<file path="src/design/assert_macros.svh">
// ----------------------------------------------------------------------------
// Assertion macros
// Shared concurrent assertion forms, clocked on the rising edge with reset.
// ----------------------------------------------------------------------------
`ifndef ASSERT_MACROS_SVH
`define ASSERT_MACROS_SVH

// same-cycle implication
`define ASSERT_IMPLIES(label, clk, rst, ante, cons) \
   label: assert property (@(posedge clk) disable iff (rst) (ante) |-> (cons)) \
      else $error("assertion failed: same-cycle implication");

// next-cycle implication
`define ASSERT_NEXT(label, clk, rst, ante, cons) \
   label: assert property (@(posedge clk) disable iff (rst) (ante) |=> (cons)) \
      else $error("assertion failed: next-cycle implication");

`endif

</file>
<file path="src/design/vdir_pkg.sv">
`timescale 1ns / 1ps
// ----------------------------------------------------------------------------
// vdir_pkg
// Widths, register indexes, controller states and command/status types.
// ----------------------------------------------------------------------------
package vdir_pkg;

   localparam int SAMPLE_W   = 16;
   localparam int DELAY_W    = 24;
   localparam int RATE_W     = 16;
   localparam int LEN_CFG_W  = 17;
   localparam int CSR_IDX_W  = 8;
   localparam int CSR_DATA_W = 17;
   localparam int PROD_W     = DELAY_W + RATE_W + 1;

   localparam logic [CSR_IDX_W-1:0] REG_SAMPLES_PER_MS = 8'd0;
   localparam logic [CSR_IDX_W-1:0] REG_BUFFER_LENGTH  = 8'd1;

   localparam logic [RATE_W-1:0]    RATE_RESET = 16'd11290;
   localparam logic [LEN_CFG_W-1:0] LEN_RESET  = 17'd65536;

   typedef enum logic [2:0] {
      S_CLEAR,
      S_IDLE,
      S_WRITE,
      S_CLAMP,
      S_ADDR,
      S_READ,
      S_BLEND
   } state_type;

   typedef struct packed {
      logic clear_step;
      logic capture;
      logic write_head;
      logic clamp;
      logic addr;
      logic read;
      logic load_out;
   } cmd_type;

   typedef struct packed {
      logic clear_done;
      logic out_full;
   } status_type;

endpackage

</file>
<file path="src/design/vdir_ctrl.sv">
`timescale 1ns / 1ps
// ----------------------------------------------------------------------------
// vdir_ctrl
// Sequencer: memory clear after reset, then write, clamp, address, read, blend.
// ----------------------------------------------------------------------------
`include "assert_macros.svh"

module vdir_ctrl (
   input  logic                 clock,
   input  logic                 reset,
   input  logic                 req_valid,
   output logic                 req_ready,
   input  vdir_pkg::status_type status,
   output vdir_pkg::cmd_type    cmd
);

   vdir_pkg::state_type state_ff;
   vdir_pkg::state_type state_in;

   always_ff @(posedge clock) begin
      if (reset) begin
         state_ff <= vdir_pkg::S_CLEAR;
      end else begin
         state_ff <= state_in;
      end
   end

   always_comb begin
      state_in  = state_ff;
      cmd       = '0;
      req_ready = 1'b0;
      unique case (state_ff)
         vdir_pkg::S_CLEAR: begin
            cmd.clear_step = 1'b1;
            if (status.clear_done) begin
               state_in = vdir_pkg::S_IDLE;
            end
         end
         vdir_pkg::S_IDLE: begin
            req_ready   = 1'b1;
            cmd.capture = req_valid;
            if (req_valid) begin
               state_in = vdir_pkg::S_WRITE;
            end
         end
         vdir_pkg::S_WRITE: begin
            cmd.write_head = 1'b1;
            state_in       = vdir_pkg::S_CLAMP;
         end
         vdir_pkg::S_CLAMP: begin
            cmd.clamp = 1'b1;
            state_in  = vdir_pkg::S_ADDR;
         end
         vdir_pkg::S_ADDR: begin
            cmd.addr = 1'b1;
            state_in = vdir_pkg::S_READ;
         end
         vdir_pkg::S_READ: begin
            cmd.read = 1'b1;
            state_in = vdir_pkg::S_BLEND;
         end
         vdir_pkg::S_BLEND: begin
            // hold until the output register can take the result
            if (!status.out_full) begin
               cmd.load_out = 1'b1;
               state_in     = vdir_pkg::S_IDLE;
            end
         end
         default: begin
            state_in = vdir_pkg::S_CLEAR;
         end
      endcase
   end

   `ASSERT_NEXT(a_accept_to_write, clock, reset, req_valid && req_ready, state_ff == vdir_pkg::S_WRITE)
   `ASSERT_IMPLIES(a_load_needs_room, clock, reset, cmd.load_out, !status.out_full)
   `ASSERT_NEXT(a_blend_holds, clock, reset, (state_ff == vdir_pkg::S_BLEND) && status.out_full, state_ff == vdir_pkg::S_BLEND)
   `ASSERT_NEXT(a_clear_ends, clock, reset, (state_ff == vdir_pkg::S_CLEAR) && status.clear_done, state_ff == vdir_pkg::S_IDLE)

endmodule

</file>
<file path="config.mk">
export PLATFORM = sky130hd
export DESIGN_NAME = vdir_ctrl
export DESIGN_NICKNAME = d
export VERILOG_FILES = /design/src/design/vdir_pkg.sv /design/src/design/vdir_ctrl.sv
export VERILOG_INCLUDE_DIRS = /design/src /design/src/design
export SDC_FILE = /design/constraint.sdc
export NUM_CORES = 1
export LEC_CHECK = 0
export ABC_AREA = 0
export BUFFER_PORTS_ARGS = -buffer_cell sky130_fd_sc_hd__buf_2
export CAP_MARGIN = 15
export CORE_AREA = 2 2 39 41
export DETAILED_ROUTE_END_ITERATION = 8
export DIE_AREA = 0 0 41 43
export GPL_ROUTABILITY_DRIVEN = 0
export GPL_TIMING_DRIVEN = 0
export PLACE_DENSITY = 0.54
export SKIP_CTS_REPAIR_TIMING = 1
export SYNTH_ARGS = -nofsm -noshare
export SYNTH_HDL_FRONTEND = slang
export SYNTH_SLANG_ARGS = --single-unit
</file>
<file path="constraint.sdc">
create_clock -name clock -period 2.3 [get_ports clock]
set_input_delay 0 -clock clock [delete_from_list [all_inputs] [get_ports clock]]
set_output_delay 0 -clock clock [all_outputs]
set_load 0.01 [all_outputs]
</file>
# Yosys cells after proc, flatten, opt, wreduce, memory -nomap -nowiden
# Index checks and enable logic that the tools add are counted.
# W data, S select, Z words.
# op_classes
reduce_logical,2
mux,13
n_eq_ne,9
# ops
operator,n
$pmux W3 S7,1
$eq A3 B3 Y1 const B,3
$mux W1,9
$mux W3,3
$eq A3 B2 Y1 const B,2
$ne A2 B2 Y1 const B,3
$eq A3 B1 Y1 const B,1
$logic_not A3 Y1,1
$reduce_and A3 Y1,1
# totals
register_bits,3
in_bits,5
word_cells,25

# Logic depth before layout (Yosys ltp)
# depth
depth_word,3
ltp_mapped,4

# Least setup slack after synthesis
# No wires, ideal clock.
# synth_timing
path_kind,reg2reg
start,reg state_ff[1]
end,reg state_ff[2]
period_less_slack_ns,0.954
slack_ns,1.346
n_path_buf,1
arrival_time_ns,0.839
setup_ns,0.115
path_stages_with_launch,5
path_cell_list,dfxtp_1 > buf_6 > a2bb2oi_2 > o221ai_1 > and2_1
# synth_via
elab_chain_len,3
# synth_lines
item,line_no,rtl
from (decl),vdir_ctrl.sv:17,vdir_pkg::state_type state_ff;
from (signal assigned),vdir_ctrl.sv:22,state_ff <= vdir_pkg::S_CLEAR;
from (signal assigned),vdir_ctrl.sv:24,state_ff <= state_in;
$eq A3 B3 Y1 (tied with other cells),vdir_ctrl.sv:32,unique case (state_ff)
$ne A2 B2 Y1 (no source line),-,
$reduce_and A3 Y1 (no source line),-,
# Several ways; a longest one is shown, not always the timed one.
# A chain may end at the register's enable or synchronous reset.

==> results.md <==
- Status: complete, no violations
- Vias in the first global route: 262
- Synth cell types: 20
- Internal power: 0.000227 W
- Synthesized flop and latch total: 3
- Gate power share: a little over half
- WP data arrival: 1180 ps
- CP Class: reg -> out
- RSZ-0062 raised after global routing: no
- Row Count: 14
- Initial core utilization: 19.9%
- CTS sink count: 3
- Crit path time final: 1180 ps
- Clock group share of total power: 25.8%
- Final Max Tran Viols: 0
- Final hold slack: 80.9 ps
- Max-Cap Viols: 0
- Largest registers: state_ff: 3 flops
- Syn Area/Cell: 8.34 sq um
- CTS buffer count: 3
- TritonCTS clock tree: done
- Endpoints failing hold: 0
- Sequential share of power: 20.8%
- Final setup violation count: 0
- Worst-path clk slew: 40 ps
- Cell count after synthesis: 33
- Share of layout cells above drive strength 1: 50.0%
- Max VDD drop: 0.000206 V
- Final WS setup: 1120 ps
- Detailed Place HPWL: ~460 microns
- First-pass GRT wire length: 1010 microns
- Drt pass-1 iters: 4
- # H-tree levels: 1
- Initial antenna violation count: 0
- Antenna Nets Post-Route: 0
- Slew margin rel.: roughly 85%
- Switching Fraction: 38.1%
- Hold crit path type: in -> reg
- Commonest cells after routing, fill and taps aside: buf_2 (13), nor2_1 (4), nor3_1 (3), clkbuf_4 (3), dfxtp_1 (3)
- Total inserted antenna cells: 0
- IO Port Bufs: 12
- CTS max path bufs: 2
- Power per standard cell area: 935 nW/um^2
- Post-Syn Nets: 38
- Seq/Total Area, Yosys: a little over a fifth
- Clk_lat worst skew: ~230 ps
- Wire per inst: 9.03 microns
- Initial drt markers: 5
- Post-Route Setup TNS: 0 ps
- Largest net degree at the start of global routing: 11
- Chip width: 41 microns
- Leak pwr: 0.188 nW
- CP Capture Type: output port
- Flip-flop count of the largest register after layout: 3
- GRT Total Usage: 8.32%
- I/O pin count: 13
- DR DRC count: 0
- Largest Register: state_ff
- Tightest Pin Transition: 229 ps
- Post-Place Worst Slack: ~1300 ps
- GRT overflow: 0
- Synthesized area: between 200 and 300 sq um
- Final Net Count: 56
- CP startpoint kind: flip-flop
- Most common cell after layout, fill and taps aside: buf_2
- Drt via density: 4.26
- Fmax: 849 MHz
- P&R area growth vs syn: 42.3%
- Tcrit/Tclk final: about 51%
- CTS root buf: clkbuf_4
- Data required time of the worst path: approximately 2300 ps
- Vias: 281
- Die Height: 43 microns
- Filler cell count in the final layout: 159
- Net Switching: 0.000139 W
- Core Footprint: 1380 sq um
- Final wirelength: 596 microns
- Die area: 1760 sq um
- CP max FO: 10
- Final Skew: 4.10 ps
- Synth warn: 0
## power groups by stage
| stage | Combinational [W] | Clock [W] | Sequential [W] |
|---|---|---|---|
| floorplan | 0.000148 | 0 | 0.0000748 |
| global placement | 0.000196 | 0 | 0.0000777 |
| detailed placement | 0.000196 | 0 | 0.0000769 |
| CTS | 0.000196 | 0.0000986 | 0.0000762 |
| global route | 0.000219 | 0.000106 | 0.0000794 |
| finish | 0.000196 | 0.0000944 | 0.0000760 |
## final timing paths
path	startpoint	to	slack, ps	cells past startpoint
setup / recovery	state_ff[1]$_SDFFE_PP0P_	cmd[0]	1120	4
hold / removal	req_valid	state_ff[0]$_SDFFE_PP0P_	80	4
setup reg to reg	state_ff[1]$_SDFFE_PP0P_	state_ff[2]$_SDFFE_PP0P_	1270	4
hold reg to reg	state_ff[0]$_SDFFE_PP0P_	state_ff[1]$_SDFFE_PP0P_	700	3
## cell families after synthesis
family	count (synthesis)	synth area share, %
mux	1	3.64
simple gates	18	40.0
buf+inv	4	11.4
compound gates	7	23.2
flops	3	21.8
## per-stage QoR
stage	power, W	util [%]	cell area (sq um)	cells
after floorplan	0.000223	-	275	33
after global placement	0.000274	25.7	355	61
after detailed placement	0.000273	25.7	355	61
after CTS	0.000371	27.6	382	65
after global routing	0.000404	28.3	392	66
final	0.000366	28.3	392	66
## cells in the mapped netlist
cell type	number	area (sq um)
a2bb2oi_2	1	15.0
a21oi_1	1	5.00
nor4b_2	1	15.0
and2b_2	2	17.5
buf_6	2	22.5
nor3_1	3	15.0
inv_2	1	3.75
buf_2	1	5.00
mux2i_1	1	10.0
a21oi_2	1	8.76
and3_1	2	12.5
nor2b_1	2	12.5
dfxtp_1	3	60.1
nand2_1	1	3.75
and2_1	1	6.26
o221ai_1	1	8.76
nor2_1	4	15.0
o21ai_1	2	10.0
nand2b_1	2	12.5
o41ai_2	1	16.3
## cell type report
cell class                      instances  area (sq um)  share of cell area [%]
Buffer                                  3          27.5                    7.03
Clock buffer                            4          26.3                    6.71
Inverter                                1          3.75                   0.958
Multi-Input combinational cell         26           184                    47.0
Sequential cell                         3          60.1                    15.3
Tap cell                               16          20.0                    5.11
Timing Repair Buffer                   13          70.1                    17.9
## per-layer routing
layer,vias up,global-route usage [%],share of wire (%),routed length (microns)
met5,-,0,0,0
met4,0,4.00,0,0
met3,0,3.14,4.9,29
met2,6,10.3,48,286
met1,123,12.1,47,280
li1,152,-,-,-
## worst max-delay path, stage by stage, from the launching register on
cell     delay, ps
dfxtp_1        360
buf_6          160
inv_2           60
nor4b_2        210
buf_2          170
(Power assumes the default switching activity.)
